File: src/design/csc_mul.sv
`timescale 1ns / 1ps

module csc_mul (
	input  logic               clk,
	input  logic signed [27:0] a,
	input  logic signed [24:0] b,
	output logic signed [52:0] p
);

	logic signed [52:0] p_q;

	// registered signed product
	always_ff @(posedge clk) begin
		p_q <= 53'(a) * 53'(b);
	end

	assign p = p_q;

endmodule

File: config.mk
export PLATFORM = sky130hd
export DESIGN_NAME = csc_mul
export DESIGN_NICKNAME = d
export VERILOG_FILES = /design/src/design/csc_mul.sv
export SDC_FILE = /design/constraint.sdc
export NUM_CORES = 2
export LEC_CHECK = 0
export BUFFER_PORTS_ARGS = -buffer_cell sky130_fd_sc_hd__buf_2
export CORE_ASPECT_RATIO = 0.6
export CORE_MARGIN = 4
export CORE_UTILIZATION = 50
export CTS_CLUSTER_DIAMETER = 100
export DETAILED_ROUTE_END_ITERATION = 10
export GPL_TIMING_DRIVEN = 0
export PLACE_DENSITY = 0.67
export SKIP_LAST_GASP = 1
export SYNTH_ARGS = -nofsm -noshare
export SYNTH_HDL_FRONTEND = slang
export SYNTH_SLANG_ARGS = --single-unit
File: constraint.sdc
create_clock -name clk -period 8.5 [get_ports clk]
set_input_delay 0.85 -clock clk [delete_from_list [all_inputs] [get_ports clk]]
set_output_delay 0.85 -clock clk [all_outputs]
set_load 0.02 [all_outputs]
# Yosys cells after proc, flatten, opt, wreduce, memory -nomap -nowiden
# Cells that the tools add are included.
# totals
reg_bits,53
latch_bits,0
ramBits,0
rom_bits,0
out_inout_bits,53
elab_cells,2
n_memories,0
# op_classes
add_sub_neg,0
n_mul,1
n_div,0
magnitude_cmp,0
n_eq_ne,0
n_shift,0
n_mux,0
n_bitwise,0
reduce_logical,0
# op_table
operator,count
$mul 28x25->53,1

# Logic depth before layout (Yosys ltp)
# logic_depth
depth_word,1
ltp_mapped,28

# Least setup slack after synthesis
# Ideal clock, no wire load.
# synth_timing
kind,input to register
start,in b[4]
end,"reg p_q[31], in the netlist p[31]"
setup_time_ns,0.082
arrival_ns,7.317
required_time_ns,8.418
slack_ns,1.101
cell_stages,25
n_path_buf,2
cell_sequence,clkbuf_1 clkbuf_1 nand2_1 fa_1 inv_1 fa_1 inv_1 fa_1 fa_1 inv_1 fa_1 fa_1 inv_1 fa_1 inv_1 ha_1 a21o_1 o21bai_1 or3_1 nor2b_4 o31a_1 o21ai_2 a21boi_1 or4b_1 o2111ai_1
# synth_between
elab_chain_cells,1
# synth_rtl
element,line_no,source
"start, declared",6,"input logic signed [24:0] b,"
$mul 28x25->53,14,p_q <= 53'(a) * 53'(b);
"end signal, assigned",14,
"end, declared",10,logic signed [52:0] p_q;
# Every way passes these cells.

# Worst setup path in the final report
# layout_timing
start,in a[20]
end,"reg p_q[49], in the netlist p[49]"
# layout_between
elab_chain_cells,1
# layout_rtl
element,line_no,source
"start, declared",5,"input logic signed [27:0] a,"
$mul 28x25->53,14,
# Every way passes these cells.

==> qor.csv <==
stage;metric;value;unit
sta;tightest_slew;1020;ps
clock_tree;htreeDepth;2;
cells_and_area;drive_above_1_share;8.30;%
logic_synthesis;synth_edf_count;0;
routing;drc;0;
clock_tree;cts.sink_count;53;
logic_synthesis;synthAdderAreaFrac;62.3;%
floorplan;start_util;51.1;%
cells_and_area;largest_reg_flops;53;
run_status;outcome;finished, final reports clean;
critical_path;critPathCaptureType;flip-flop;
critical_path;crit_path_start_kind;input pin;
clock_tree;clkTransAtPathRegs;90;ps
routing;drt_iter0_markers;2140;
logic_synthesis;synthArstFlopShare;0;%
place;io_buffer_count;91;
clock_tree;cts_buffer_depth;2;
critical_path;path_max_fanout;10;
sta;slew_violations;0;
clock_tree;cts_root_buffer;clkbuf_16;
global_route;overflow;0;
critical_path;cp.required;8720;ps
cells_and_area;area_growth;6.47;%
logic_synthesis;syn_inst;2789;
floorplan;num_io_pins;107;
place;placedCellCount;3573;
sta;final-setup-viol-count;0;
global_route;grt_pass1_vias;21000;
logic_synthesis;yosysWarnings;0;
floorplan;die_h;186;µm
routing;wire_per_inst;29.0;µm
routing;drt-pass1-iter-count;5;
clock_tree;cts_buffers;5;
logic_synthesis;ys_seq_area_share;4.03;%
floorplan;die_w;304;µm
worst_hold_path;hp-class;in -> reg;
sta;period_share;98.5;%
logic_synthesis;synth.net_count;3717;
global_route;grt_pass1_wl;152000;µm
floorplan;fp.coreArea;0.0515;mm²
cells_and_area;fin_nets;3818;
critical_path;slowest_stage;fa_2;
sta;hold_viol;0;
logic_synthesis;synth_xor_area_share;1.93;%
floorplan;dieArea;0.0565;mm²
logic_synthesis;ys_ff_latch;53;
global_route;antenna_found_initial;8;
logic_synthesis;synthFlopType;dfxtp_1;
critical_path;crit_chain;buf_2, clkbuf_2, and2_1, fa_1, inv_1, fa_1, fa_1, fa_1, inv_1, fa_1, fa_1, inv_1, fa_2, inv_1, ha_1, a21o_1, o21bai_1, or3_1, a22o_2, nor3_4, a31oi_1, o2111ai_2, nand2b_1, xor2_1;
routing;dr_total_vias;20000;
routing;antenna_left;0;
place;globalplace.congestion;1.01;
job;max_cap_viol_count;0;
logic_synthesis;ys_types;60;
logic_synthesis;synth_top_family_by_area;adder cells;
critical_path;path_class;in -> reg;
place;dp_hpwl;87300;µm
logic_synthesis;yosys.area_share.simple;15.5;%
logic_synthesis;avgSynthCellArea;9.44;µm²
floorplan;rows;64;
sta;rsz0062_at_grt;true;
cells_and_area;finalNonFillerCells;3588;
logic_synthesis;synthMuxAreaShare;0;%
critical_path;timing.critical_path.mode_cell;fa_1;
global_route;grt_max_degree;20;
sta;relSlewSlack;31.8;%
critical_path;max_stage_delay;690;ps
clock_tree;cts_tree;done;
sta;max_freq;119;MHz
logic_synthesis;synth_compound_area_share;4.34;%
routing;drt-total-wl;104000;µm
clock_tree;cts-hold-fix-buffers;0;
sta;whs;1080;ps
sta;period_needed;8370;ps
critical_path;cp.arrival;8590;ps
logic_synthesis;syn-cell-area;0.0263;mm²
global_route;grt_usage;38.4;%
routing;routed_via_density;5.59;
-- path summary, 6_finish.rpt --
kind	slack [ps]	depth (start not counted)	to	from
max	130	24	p[49]	a[20]
min	1080	2	p[0]	b[0]
-- critical path: cells and delay by family --
family                     cells  cell delay, ps
AOI/OAI and AO/OA              5            1230
xor gates and xnor gates       1             270
adders and majority gates      8            4330
buffers and inverters          6             820
and+or+nand+nor                4            1050
-- synth_stat cells, types with 5 or more instances --
cell type	number	area, µm²
fa_1	727	14600
nand4_1	11	68.8
o21bai_1	9	67.6
dfxtp_1	53	1060
clkbuf_1	130	488
xnor2_1	38	333
a21o_1	29	218
o21ai_0	21	105
nor3_1	6	30.0
o211ai_1	6	45.0
nand2_1	345	1290
nor2_1	44	165
ha_1	147	1840
a21oi_1	55	275
nand3_1	6	30.0
nand2b_1	12	75.1
inv_1	702	2640
and2_1	354	2210
and3_1	5	31.3
xor2_1	20	175
-- stage by stage --
stage / setup TNS, ps / util (%) / instance area (µm²) / setup slack, ps
3_3_place_gp: -16820 / 53.7 / 27700 / -1130
2_1_floorplan: 0 / - / 26300 / 1100
5_1_grt: -18.1 / 54.4 / 28000 / -18.1
4_1_cts: 0 / 54.2 / 27900 / 0.306
6_report: 0 / 54.4 / 28000 / 129
3_5_place_dp: -17870 / 53.7 / 27700 / -1170
-- layout by cell type, fill, tap and decap left out, types with 4 or more instances in the layout --
master     instances
nand2_1          345
fa_1             722
and2_1           354
nand4_1           11
buf_2             99
clkbuf_1          24
o21a_1             4
nor3_1             6
ha_1             146
clkbuf_16          5
nand2b_1          12
and3_1             5
nor2_1            44
diode_2            4
clkbuf_2          92
inv_1            702
buf_4              5
a21oi_2            4
o21bai_1           9
dfxtp_1           53
nor2b_1            4
a21oi_1           53
nand3_1            6
a31oi_1            4
xnor2_1           38
o21ai_0           21
a21o_1            29
fa_2               5
o211ai_1           6
clkbuf_4           6
xor2_1            20
-- cell families (layout without fill, tap and decap cells) --
kind of cell / count (synthesis) / count (layout)
AO/OA/AOI/OAI: 166 / 166
XOR/XNOR: 58 / 58
adder cells (fa/ha/maj): 874 / 874
buffers and inverters: 835 / 937
flip-flops: 53 / 53
other: 0 / 4
AND/OR/NAND/NOR: 803 / 803
-- routing by layer --
metal  wire length [µm]  track usage [%]
met5                 98                0
met4               2020             6.53
met3              20600             24.8
met2              35600             45.2
met1              45900             57.8
-- repair_timing --
| action | 4_1_cts | 5_1_grt |
|---|---|---|
| gates resized for setup | 59 | 140 |
| pin swaps | 0 | 2 |
| endpoints found under the setup margin | 23 | 16 |
| buffers inserted | 0 | 3 |
-- cell type report --
cell class / count / area (µm²)
fillers: 4753 / 23500
multi-input cells: 1901 / 22200
inverters: 702 / 2640
flip-flops and latches: 53 / 1060
well taps: 693 / 867
plain buffers: 133 / 661
repair buffers: 94 / 478
clock buffers: 5 / 125
clock inverters: 3 / 33.8
diodes: 4 / 10.0
Power is left out: the tool's default activity adds up to more than one toggle a clock period on the data nets, which glitch-free logic cannot reach.
