==> config.mk <==
export PLATFORM = sky130hd
export DESIGN_NAME = csc_divsqrt
export DESIGN_NICKNAME = d
export VERILOG_FILES = /design/src/design/csc_pkg.sv /design/src/design/csc_divsqrt.sv
export SDC_FILE = /design/constraint.sdc
export NUM_CORES = 1
export LEC_CHECK = 0
export ABC_CLOCK_PERIOD_IN_PS = 8700
export BUFFER_PORTS_ARGS = -buffer_cell sky130_fd_sc_hd__buf_2
export CAP_MARGIN = 20
export CORE_MARGIN = 3
export CORE_UTILIZATION = 50
export DETAILED_ROUTE_END_ITERATION = 8
export HOLD_SLACK_MARGIN = 0.06
export PLACE_DENSITY_LB_ADDON = 0.25
export SETUP_SLACK_MARGIN = 0.02
export SYNTH_ARGS = -nofsm -noshare
export SYNTH_HDL_FRONTEND = slang
export SYNTH_SLANG_ARGS = --single-unit
==> constraint.sdc <==
create_clock -name clk -period 8.7 [get_ports clk]
set_input_delay 2.175 -clock clk [delete_from_list [all_inputs] [get_ports clk]]
set_output_delay 2.175 -clock clk [all_outputs]
set_load 0.01 [all_outputs]
==> src/design/csc_pkg.sv <==
`timescale 1ns / 1ps

package csc_pkg;

	// field widths fixed by the stream format
	localparam int POS_W    = 24;
	localparam int DIV_REM_W = 52;
	localparam int DIV_LOW_W = 17;
	localparam int DIV_DEN_W = 50;
	localparam int RES_W    = 26;

	// transaction kinds on the input stream
	localparam logic [0:0] KIND_LOAD  = 1'b0;
	localparam logic [0:0] KIND_QUERY = 1'b1;

	// iterative unit step counts and square root start bit
	localparam logic [4:0] T_STEPS    = 5'd16;
	localparam logic [4:0] NORM_STEPS = 5'd17;
	localparam logic [4:0] SQRT_STEPS = 5'd25;
	localparam int         SQRT_TOP   = 48;

	// command to the shared divide / square root unit
	typedef struct packed {
		logic                   start;
		logic                   sqrt;
		logic [4:0]             steps;
		logic [DIV_REM_W-1:0]   rem0;
		logic [DIV_LOW_W-1:0]   low;
		logic [DIV_DEN_W-1:0]   den;
	} div_cmd_t;

	// status back from the divide / square root unit
	typedef struct packed {
		logic             busy;
		logic             done;
		logic [RES_W-1:0] res;
	} div_sts_t;

	// rounded right shift, ties away from zero
	function automatic logic signed [63:0] rshr(input logic signed [63:0] v,
			input int unsigned s);
		logic [63:0] m;
		logic [63:0] r;
		m = v[63] ? 64'(-v) : 64'(v);
		r = (m + (64'd1 << (s - 1))) >> s;
		return v[63] ? -$signed(r) : $signed(r);
	endfunction

	// clamp to the signed 24 bit field range
	function automatic logic signed [POS_W-1:0] sat24(input logic signed [63:0] v);
		if (v > 64'sd8388607) begin
			return 24'sh7FFFFF;
		end else if (v < -64'sd8388608) begin
			return 24'sh800000;
		end
		return v[POS_W-1:0];
	endfunction

endpackage

==> src/design/csc_divsqrt.sv <==
`timescale 1ns / 1ps

module csc_divsqrt (
	input  logic               clk,
	input  logic               arst_n,
	input  csc_pkg::div_cmd_t  cmd,
	output csc_pkg::div_sts_t  sts
);

	logic        busy_q;
	logic        done_q;
	logic [4:0]  cnt_q;
	logic        sqrt_q;
	logic [csc_pkg::DIV_REM_W-1:0] rem_q;
	logic [csc_pkg::DIV_LOW_W-1:0] low_q;
	logic [csc_pkg::DIV_DEN_W-1:0] den_q;
	logic [16:0] q_q;
	logic [49:0] root_q;
	logic [49:0] bit_q;

	logic [csc_pkg::DIV_REM_W-1:0] r2;
	logic        div_ge;
	logic [49:0] trial;
	logic        sq_ge;

	// one restoring step and one square root step
	always_comb begin
		r2     = {rem_q[csc_pkg::DIV_REM_W-2:0], low_q[csc_pkg::DIV_LOW_W-1]};
		div_ge = r2 >= {2'b00, den_q};
		trial  = root_q + bit_q;
		sq_ge  = rem_q[49:0] >= trial;
	end

	// step counter and handshake
	always_ff @(posedge clk or negedge arst_n) begin
		if (!arst_n) begin
			busy_q <= 1'b0;
			done_q <= 1'b0;
			cnt_q  <= '0;
		end else begin
			done_q <= busy_q && (cnt_q == 5'd1);
			if (cmd.start) begin
				busy_q <= 1'b1;
				cnt_q  <= cmd.steps;
			end else if (busy_q) begin
				cnt_q <= cnt_q - 5'd1;
				if (cnt_q == 5'd1) begin
					busy_q <= 1'b0;
				end
			end
		end
	end

	// datapath of the shared unit
	always_ff @(posedge clk) begin
		if (cmd.start) begin
			sqrt_q <= cmd.sqrt;
			rem_q  <= cmd.rem0;
			low_q  <= cmd.low;
			den_q  <= cmd.den;
			q_q    <= '0;
			root_q <= '0;
			bit_q  <= 50'd1 << csc_pkg::SQRT_TOP;
		end else if (busy_q) begin
			if (sqrt_q) begin
				if (sq_ge) begin
					rem_q  <= {2'b00, rem_q[49:0] - trial};
					root_q <= (root_q >> 1) + bit_q;
				end else begin
					root_q <= root_q >> 1;
				end
				bit_q <= bit_q >> 2;
			end else begin
				rem_q <= div_ge ? r2 - {2'b00, den_q} : r2;
				q_q   <= {q_q[15:0], div_ge};
				low_q <= {low_q[csc_pkg::DIV_LOW_W-2:0], 1'b0};
			end
		end
	end

	assign sts.busy = busy_q;
	assign sts.done = done_q;
	assign sts.res  = sqrt_q ? root_q[csc_pkg::RES_W-1:0] : {9'd0, q_q};

endmodule

# Word-level counts from Yosys, hierarchy flattened
# Index checks and enable logic that the tools add are counted.
totals:
  in_bits: 128
  ff_bits: 218
  output_inout_bits: 28
classes:
  add_sub_neg: 5
  muxes: 15
  eq_ne: 3
  n_bitwise: 1
  n_reduce_logical: 6
  magnitude_cmp: 2
op_table:
  columns: ["op", "count"]
  rows:
  - ["51-bit 2-to-1 mux", 5]
  - ["52-bit by 50-bit greater-or-equal comparator with 1-bit output", 1]
  - ["17-bit 2-to-1 mux", 3]
  - ["51-bit by 50-bit subtractor with 51-bit output", 1]
  - ["49-bit by 49-bit adder with 50-bit output", 1]
  - ["50-bit by 49-bit adder with 50-bit output", 1]
  - ["50-bit greater-or-equal comparator", 1]
  - ["50-bit 2-to-1 mux", 1]
  - ["50-bit subtractor", 1]
  - ["26-bit 2-to-1 mux", 1]
  - ["5-bit 2-to-1 mux", 2]
  - ["2-bit AND reduction", 4]
  - ["5-bit by 1-bit == test with 1-bit output (second input constant)", 1]
  - ["5-bit by 1-bit subtractor with 5-bit output (second input constant)", 1]
  - ["1-bit 2-to-1 mux", 3]
  - ["3-bit by 2-bit != test with 1-bit output (second input constant)", 1]
  - ["2-bit != test (second input constant)", 1]
  - ["2-bit nonzero test", 1]
  - ["1-bit logical AND", 1]
  - ["1-bit NOT", 1]

# Longest topological paths before layout
# Gate-level depths: netlist (run 1).
depth:
  ltp_word: 6
  depth_mapped: 26

# Worst setup path after synthesis (run 1)
# No wires, ideal clock.
synth_timing:
  path_type: "register to register"
  from: "register root_q[2]"
  to: "register rem_q[0] (netlist bit) (enable)"
  arrival_ns: 5.402
  t_required_ns: 8.098
  stages_incl_launch_ff: 26
  synth_period_minus_slack_ns: 6.005
  setup_slack_ns: 2.695
  setup_time_ns: 0.602
  cell_sequence: "dfxtp_1 > ha_1 > a31oi_1 > o21ai_1 > a32oi_1 > a31o_2 > o21ba_2 > o31a_1 > nand2b_1 > nand2_1 > a31oi_1 > xor2_1 > ha_1 > a21o_1 > a21oi_1 > nor2b_1 > o41ai_1 > nand4_1 > a211oi_2 > or2_1 > buf_2 > buf_4 > buf_2 > nand2_1 > nand2_1 > nand2_1"
synth_via:
  elab_chain_len: 4
synth_lines:
  columns: ["element", "line_no", "rtl"]
  rows:
  - ["from (decl)", "csc_divsqrt.sv:18", "logic [49:0] root_q;"]
  - ["from (signal assigned)", "csc_divsqrt.sv:68", "root_q <= (root_q >> 1) + bit_q;"]
  - ["from (signal assigned)", "csc_divsqrt.sv:70", "root_q <= root_q >> 1;"]
  - ["50-bit by 49-bit adder with 50-bit output", "csc_divsqrt.sv:30", "trial = root_q + bit_q;"]
  - ["50-bit greater-or-equal comparator", "csc_divsqrt.sv:31", "sq_ge = rem_q[49:0] >= trial;"]
  - ["3-bit by 2-bit != test with 1-bit output (no source line)", null, null]
  - ["2-bit AND reduction (no source line)", null, null]
  - ["to (signal assigned)", "csc_divsqrt.sv:58", "rem_q <= cmd.rem0;"]
  - ["to (signal assigned)", "csc_divsqrt.sv:67", "rem_q <= {2'b00, rem_q[49:0] - trial};"]
  - ["to (signal assigned)", "csc_divsqrt.sv:74", "rem_q <= div_ge ? r2 - {2'b00, den_q} : r2;"]
  - ["to (decl)", "csc_divsqrt.sv:14", "logic [csc_pkg::DIV_REM_W-1:0] rem_q;"]
# No other way between the ends.
# A chain may end at the register's enable or synchronous reset.

# Worst setup path after layout (run 1)
layout_timing:
  from: "register root_q[4]"
  to: "register root_q[24]"
layout_via:
  elab_chain_len: 3
  word_cells_on_any_way: 4
  classes_between: "add/sub (2); order compare (1); mux (1)"
layout_lines:
  columns: ["element", "line_no", "rtl"]
  rows:
  - ["50-bit by 49-bit adder with 50-bit output", "csc_divsqrt.sv:30", null]
  - ["50-bit greater-or-equal comparator", "csc_divsqrt.sv:31", null]
  - ["50-bit 2-to-1 mux (*)", "csc_divsqrt.sv:66", "if (sq_ge) begin"]
# Every way passes the cells marked *; elsewhere a longest branch is shown, timed or not.

==> run_results.csv, run 1 <==
group,metric,value,unit
run_status,status,"complete, no violations",
timing,worstMarginPinSlew,1.10,ns
setup_path,worst-path-stages,23,
synthesis,synth-main-ff-cell,"edfxtp_1",
synthesis,ys_async_sr_fraction,3.21,%
power,p_per_area,344,mW/mm^2
global_route,grt_pass1_vias,16355,
power,power.total,7.02,mW
synthesis,yosysSeqAreaShare,30.1,%
timing,maxSlewHeadroom,26.3,%
cells_and_area,most-common-layout-cells,"nand2_1, a21oi_1, nor2_1",
timing,fin_tns_setup,0,ns
detailed_routing,vias_per_cell,6.11,
detailed_routing,drt-initial-drc-count,1151,
clock_network,numCtsBuffers,27,
floorplan,dieHeight,199,microns
run,cap_violations,0,
setup_path,critPathMaxFanout,78,
synthesis,synth_cells,2230,
place,place_ws,2.35,ns
setup_path,crit_path_end_kind,"flop",
detailed_routing,vias,17038,
setup_path,critPathBufInv,1,
clock_network,hold_buffers,0,
cells_and_area,fin_util,56.6,%
global_route,grt_use_total,25.8,%
setup_path,cp_slowest_cell,"o41ai_1",
detailed_routing,postRouteAntennaNets,0,
global_route,antenna_found_initial,1,
clock_network,clk_pin_slew_worst_paths,0.06,ns
setup_path,r2r_start,"root_q[4]$_SDFFE_PP0P_",
clock_network,root_buffer,"clkbuf_16",
setup_path,path_cells,"ha_1 -> nand4_1 -> o21a_1 -> o21ai_1 -> a31oi_1 -> o41ai_1 -> a31oi_1 -> o21ai_0 -> nand2b_1 -> a21boi_0 -> xnor2_1 -> ha_1 -> and3_1 -> and4_1 -> and2_1 -> a41oi_1 -> nand2_1 -> a31oi_1 -> or2_2 -> buf_12 -> mux2_2 -> nand2_1 -> a21oi_1",
setup_path,crit_path_max_incr_delay,0.78,ns
setup_path,critPathCapture,"root_q[24]$_SDFFE_PP0P_",
global_route,overflow,0,
clock_network,clock-sinks,218,
cells_and_area,syn_to_final_growth,10.0,%
place,portBuffers,154,
global_route,grt_max_degree,98,
timing,fin_ws,2.19,ns
power,p_leak,8.32,nW
setup_path,critPathKind,"reg -> reg",
clock_network,post_cts_resized,0,
detailed_routing,drc,0,
power,ir_drop,0.208,mV
clock_network,cts_setup_buffers,0,
timing,slew_viol_final,0,
floorplan,core_area,0.0361,sq mm
cells_and_area,final_common_cell,"nand2_1",
synthesis,synth_cell_types,90,
setup_path,reg2reg_depth,23,
setup_path,startpoint,"root_q[4]$_SDFFE_PP0P_",
clock_network,clkLatencyLatePin,0.57,ns
place,gp_congestion,0.960,
floorplan,rows,69,
synthesis,synth-edff-count,119,
clock_network,tritoncts,"built",
detailed_routing,routedWlPerCell,18.8,microns
global_route,grt_pass1_wl,83.4,mm
synthesis,ys_warn_count,0,
setup_path,r2r_slack,2.19,ns
timing,period_needed,6.51,ns
timing,rsz0062_at_grt,"no",
timing,fin_crit_sh,74.9,%
setup_path,rr_endpoint,"root_q[24]$_SDFFE_PP0P_",
setup_path,crit_required,9.10,ns
synthesis,ys_ff_latch,218,
detailed_routing,routed_wl,52.3,mm
timing,finClkSkew,0.0226,ns
synthesis,syn-num-nets,2514,
timing,setup_viol,0,
cells_and_area,num-fill-cells,3327,
cells_and_area,nets,2591,
setup_path,cp_data_arrival_time,6.91,ns
timing,max_freq,154,MHz
setup_path,path_common_cell,"a31oi_1",
worst_hold_path,hold_class,"reg -> reg",
detailed_routing,drt_first_pass_iters,6,
setup_path,startpoint_type,"flop",
floorplan,dieWidth,199,microns
cells_and_area,n_antenna_cell,0,
cells_and_area,drive_gt1_share,12.9,%
timing,finalHoldViolations,0,
setup_path,crit_family,"compound AO/OA/AOI/OAI gates",
floorplan,dieArea,0.0395,sq mm
place,dp_hpwl,39.5,mm
floorplan,io_pins,156,
floorplan,initial_core_util,51.5,%
clock_network,htreeDepth,1,
synthesis,synthesis.area,0.0186,sq mm
synthesis,syn_area_per_cell,8.33,sq um
clock_network,clockBufferDepth,3,
==> metrics by stage <==
stage,hold slack [ns],cells,cell area [sq um]
3_5_place_dp,0.464,2738,19500
3_3_place_gp,0.460,2738,19500
2_1_floorplan,0.445,2230,18600
4_1_cts,0.479,2788,20400
6_report,0.472,2789,20400
5_1_grt,0.510,2789,20400
==> where the power goes <==
| part | internal [mW] | switching (mW) |
|---|---|---|
| Clock | 0.671 | 0.477 |
| Combinational | 1.71 | 2.49 |
| Sequential | 1.36 | 0.310 |
| Total | 3.75 | 3.28 |
==> worst min-delay path by stage <==
stage	start	to	slack, ns	cells past startpoint
finish	q_q[16]$_SDFFE_PP0P_	q_q[16]$_SDFFE_PP0P_	0.47	1
global route	bit_q[24]$_SDFFE_PP0P_	bit_q[22]$_SDFFE_PP0P_	0.51	2
CTS	q_q[16]$_SDFFE_PP0P_	q_q[16]$_SDFFE_PP0P_	0.48	1
detailed placement	q_q[16]$_SDFFE_PP0P_	q_q[16]$_SDFFE_PP0P_	0.46	1
global placement	q_q[16]$_SDFFE_PP0P_	q_q[16]$_SDFFE_PP0P_	0.46	1
floorplan	q_q[16]$_SDFFE_PP0P_	q_q[16]$_SDFFE_PP0P_	0.45	1
==> logic make-up after synthesis <==
group | count (synthesis) | synth area share (%)
compound gates | 770 | 26.9
xor+xnor | 169 | 7.97
fa+ha+maj | 156 | 10.6
buf+inv | 220 | 4.87
flops | 218 | 30.1
mux | 67 | 3.88
simple gates | 630 | 15.7
==> sequential cells by signal, summed over array words and instances (netlist names) <==
register  flops
rem_q        51
den_q        50
root_q       50
bit_q        25
low_q        17
q_q          17
cnt_q         5
busy_q        1
done_q        1
sqrt_q        1
==> cells in the mapped netlist, types with 4 or more instances <==
cell type    n  share of area [%]
a211o_1      8               0.38
a211oi_1    34                1.4
a21boi_0    10               0.40
a21o_1      50                2.0
a21oi_1    231                6.2
a221oi_1    13               0.61
a22o_1      28                1.3
a311oi_1     4               0.19
a31o_2      12               0.57
a31oi_1     47                1.6
and2_1      25               0.84
and3_1      14               0.47
buf_1       10               0.20
buf_2       16               0.43
buf_4        6               0.24
clkbuf_1    83                1.7
dfrtp_1      7               0.94
dfxtp_1     92                9.9
edfxtp_1   119                 19
ha_1       154                 10
inv_1       97                2.0
mux2_2      39                2.4
mux2i_1     27                1.5
nand2_1    233                4.7
nand2b_1    12               0.40
nand3_1     27               0.73
nand4_1     41                1.4
nor2_1     158                3.2
nor2b_1     27               0.91
nor3_1      41                1.1
nor4_1      10               0.34
o211ai_1    11               0.44
o21a_1      35                1.4
o21ai_0    127                3.4
o21ai_1     38                1.0
o21bai_1    29                1.2
o22ai_1     11               0.37
o31a_1       6               0.28
o31ai_1     14               0.57
o41ai_1      8               0.38
or2_2        9               0.30
or3_1       16               0.54
xnor2_1    105                5.0
xor2_1      64                3.0
==> layer usage <==
metal / up-vias / share of wire (%) / GRT usage [%] / wire (microns)
li1: 8389 / - / - / -
met1: 7994 / 42 / 33.0 / 22200
met2: 545 / 48 / 45.6 / 25300
met3: 110 / 6.0 / 3.12 / 3160
met4: 0 / 3.2 / 7.55 / 1670
met5: - / 0 / 0 / 0
==> layout make-up <==
cell class	instances	area [sq um]	share of cell area (%)
clock buffers	37	795	3.89
clock inverters	13	110	0.539
well taps	461	577	2.82
flip-flops and latches	218	5590	27.4
inverters	99	372	1.82
repair buffers	169	902	4.42
multi-input cells	1792	12100	59.2
Note: power is estimated with default switching activity, not from simulation.
==> run 2: changes to the inputs <==
ABC_CLOCK_PERIOD_IN_PS = 5900   (was 8700)
clock period = 5.9 ns   (was 8.7 ns; I/O delays follow)
==> run 2 against run 1 <==
  * Via count increased by 0.70%
  * Combinational power grew 54%
  * Hold slack better by 0.011 ns
  * Setup slack got worse by 1.9 ns
  * First-iteration DRC count decreased by 6.1%
  * Power is 50% higher
  * Non-clock buffer count is 34 higher
==> run_results.csv, run 2 (synthesis gave the netlist of run 1 again) <==
group,metric,value,unit
timing,slew_viol_final,0,
detailed_routing,vias,17158,
global_route,grt_use_total,26.3,%
cells_and_area,reg_top3,"rem_q: 51 flops, den_q: 50 flops, root_q: 50 flops",
timing,period_needed,5.60,ns
cells_and_area,final_common_cell,"nand2_1",
worst_hold_path,min_from,"q_q[16]$_SDFFE_PP0P_",
detailed_routing,drt_first_pass_iters,6,
detailed_routing,drt-initial-drc-count,1081,
detailed_routing,routedWlPerCell,19.1,microns
timing,fin_tns_setup,0,ns
worst_hold_path,worstHoldEndpoint,"q_q[16]$_SDFFE_PP0P_",
global_route,grt_max_degree,111,
clock_network,clockBufferDepth,3,
floorplan,dieArea,0.0395,sq mm
setup_path,crit_required,6.17,ns
global_route,grt_pass1_vias,16705,
setup_path,crit_family,"compound AO/OA/AOI/OAI gates",
detailed_routing,drc,0,
detailed_routing,routed_wl,53.9,mm
place,dp_hpwl,40.9,mm
clock_network,clock-sinks,218,
timing,finClkSkew,0.0258,ns
timing,maxSlewHeadroom,33.3,%
setup_path,r2r_slack,0.30,ns
timing,finalHoldViolations,0,
floorplan,dieHeight,199,microns
setup_path,crit_path_end_kind,"flop",
setup_path,r2r_start,"root_q[0]$_SDFFE_PP0P_",
timing,setup_viol,0,
timing,max_freq,178,MHz
clock_network,clkLatencyLatePin,0.57,ns
power,power.total,10.5,mW
power,p_per_area,506,mW/mm^2
place,gp_congestion,0.959,
setup_path,crit_path_max_incr_delay,0.36,ns
detailed_routing,vias_per_cell,6.08,
setup_path,critPathKind,"reg -> reg",
setup_path,path_cells,"ha_1 -> ha_1 -> a21oi_1 -> o21a_1 -> o21ai_1 -> a31oi_1 -> o41ai_1 -> buf_4 -> a211o_1 -> a31o_2 -> nor2b_1 -> o21ai_1 -> xor2_1 -> ha_1 -> nand2_1 -> o21bai_1 -> a221oi_2 -> nand4_1 -> a211oi_4 -> or2_4 -> nand2_1 -> nand2_1 -> nand2_2 -> buf_12",
setup_path,rr_endpoint,"rem_q[47]$_DFFE_PP_",
cells_and_area,syn_to_final_growth,11.9,%
cells_and_area,regArea,0.00559,sq mm
clock_network,root_buffer,"clkbuf_16",
floorplan,core_area,0.0361,sq mm
worst_hold_path,hold_class,"reg -> reg",
power,ir_drop,0.286,mV
floorplan,rows,69,
place,place_area,0.0197,sq mm
clock_network,hold_buffers,0,
setup_path,critPathMaxFanout,51,
cells_and_area,largest_register,"rem_q",
floorplan,dieWidth,199,microns
detailed_routing,postRouteAntennaNets,0,
cells_and_area,largest_reg_flops,51,
timing,fin_ws,0.296,ns
global_route,antenna_found_initial,0,
setup_path,startpoint_type,"flop",
cells_and_area,nets,2626,
global_route,overflow,0,
global_route,grt_pass1_wl,84.9,mm
timing,fin_crit_sh,95.0,%
clock_network,numCtsBuffers,27,
cells_and_area,num-fill-cells,3294,
clock_network,clk_pin_slew_worst_paths,0.06,ns
run_status,status,"complete, no violations",
cells_and_area,n_antenna_cell,0,
worst_hold_path,min_delay_path_depth,1,
floorplan,initial_core_util,51.5,%
setup_path,critPathBufInv,2,
cells_and_area,most-common-layout-cells,"nand2_1, a21oi_1, nor2_1",
floorplan,io_pins,156,
clock_network,tritoncts,"built",
cells_and_area,drive_gt1_share,14.6,%
setup_path,cp_data_arrival_time,5.87,ns
timing,worstMarginPinSlew,0.997,ns
power,p_leak,8.50,nW
cells_and_area,multiInputGateArea,0.0122,sq mm
clock_network,htreeDepth,1,
place,place_ws,0.155,ns
place,portBuffers,154,
setup_path,reg2reg_depth,24,
run,cap_violations,0,
setup_path,cp_slowest_cell,"a211oi_4",
cells_and_area,finalInstanceArea,0.0208,sq mm
timing,rsz0062_at_grt,"yes",
## run 2: cell count changes in the layout (fill, tap and decap cells not counted), sizes merged
cell / delta
bufinv: -1
or2: +1
clkinv: +2
inv: -4
buf: +34
clkbuf: +3
## run 2: worst reg2reg max path, cell delays in order (launching register included)
cell and delay [ns]:
dfxtp_1 0.33, ha_1 0.23, ha_1 0.21, a21oi_1 0.26, o21a_1 0.21, o21ai_1 0.12, a31oi_1 0.27, o41ai_1 0.10
buf_4 0.16, a211o_1 0.33, a31o_2 0.28, nor2b_1 0.13, o21ai_1 0.14, xor2_1 0.21, ha_1 0.31, nand2_1 0.10
o21bai_1 0.12, a221oi_2 0.34, nand4_1 0.24, a211oi_4 0.36, or2_4 0.31, nand2_1 0.08, nand2_1 0.11, nand2_2 0.07
buf_12 0.22
## run 2: power by group
group	internal [mW]	leakage, nW	switching, mW
sequential	2.01	2.03	0.428
clock	0.923	0.428	0.672
combinational	2.67	6.04	3.81
## run 2: area by class of cell
class,count,area share [%]
clock inverters,10,0.277
well taps,461,2.78
repair buffers,203,5.78
multi-input cells,1793,58.7
inverters,99,1.79
clock buffers,40,3.79
flip-flops and latches,218,26.9
## run 2: through the flow
stage | hold WS (ns) | std cells | util [%]
2_1_floorplan | 0.445 | 2230 | -
3_3_place_gp | 0.461 | 2767 | 54.7
3_5_place_dp | 0.463 | 2767 | 54.7
4_1_cts | 0.482 | 2817 | 57.0
5_1_grt | 0.502 | 2824 | 57.6
6_report | 0.483 | 2824 | 57.6
## run 2: worst max path at each step
stage | start | endpoint | cells past startpoint
finish | root_q[0]$_SDFFE_PP0P_ | rem_q[47]$_DFFE_PP_ | 24
global route | bit_q[18]$_SDFFE_PP0P_ | root_q[48]$_SDFFE_PP0P_ | 24
CTS | root_q[14]$_SDFFE_PP0P_ | root_q[40]$_SDFFE_PP0P_ | 23
detailed placement | root_q[14]$_SDFFE_PP0P_ | root_q[48]$_SDFFE_PP0P_ | 23
global placement | root_q[14]$_SDFFE_PP0P_ | root_q[48]$_SDFFE_PP0P_ | 23
floorplan | root_q[2]$_SDFFE_PP0P_ | rem_q[0]$_DFFE_PP_ | 25
## run 2: repair_timing
action,4_1_cts,5_1_grt
setup buffers,0,3
gates resized for setup,0,23
setup endpoints to repair,0,99
## run 2: routing by layer
metal	GRT usage, %	vias up	wire, microns
met5	0	-	0
met1	33.2	8060	22600
li1	-	8458	-
met2	46.4	519	26100
met4	9.24	0	2030
met3	3.51	121	3090
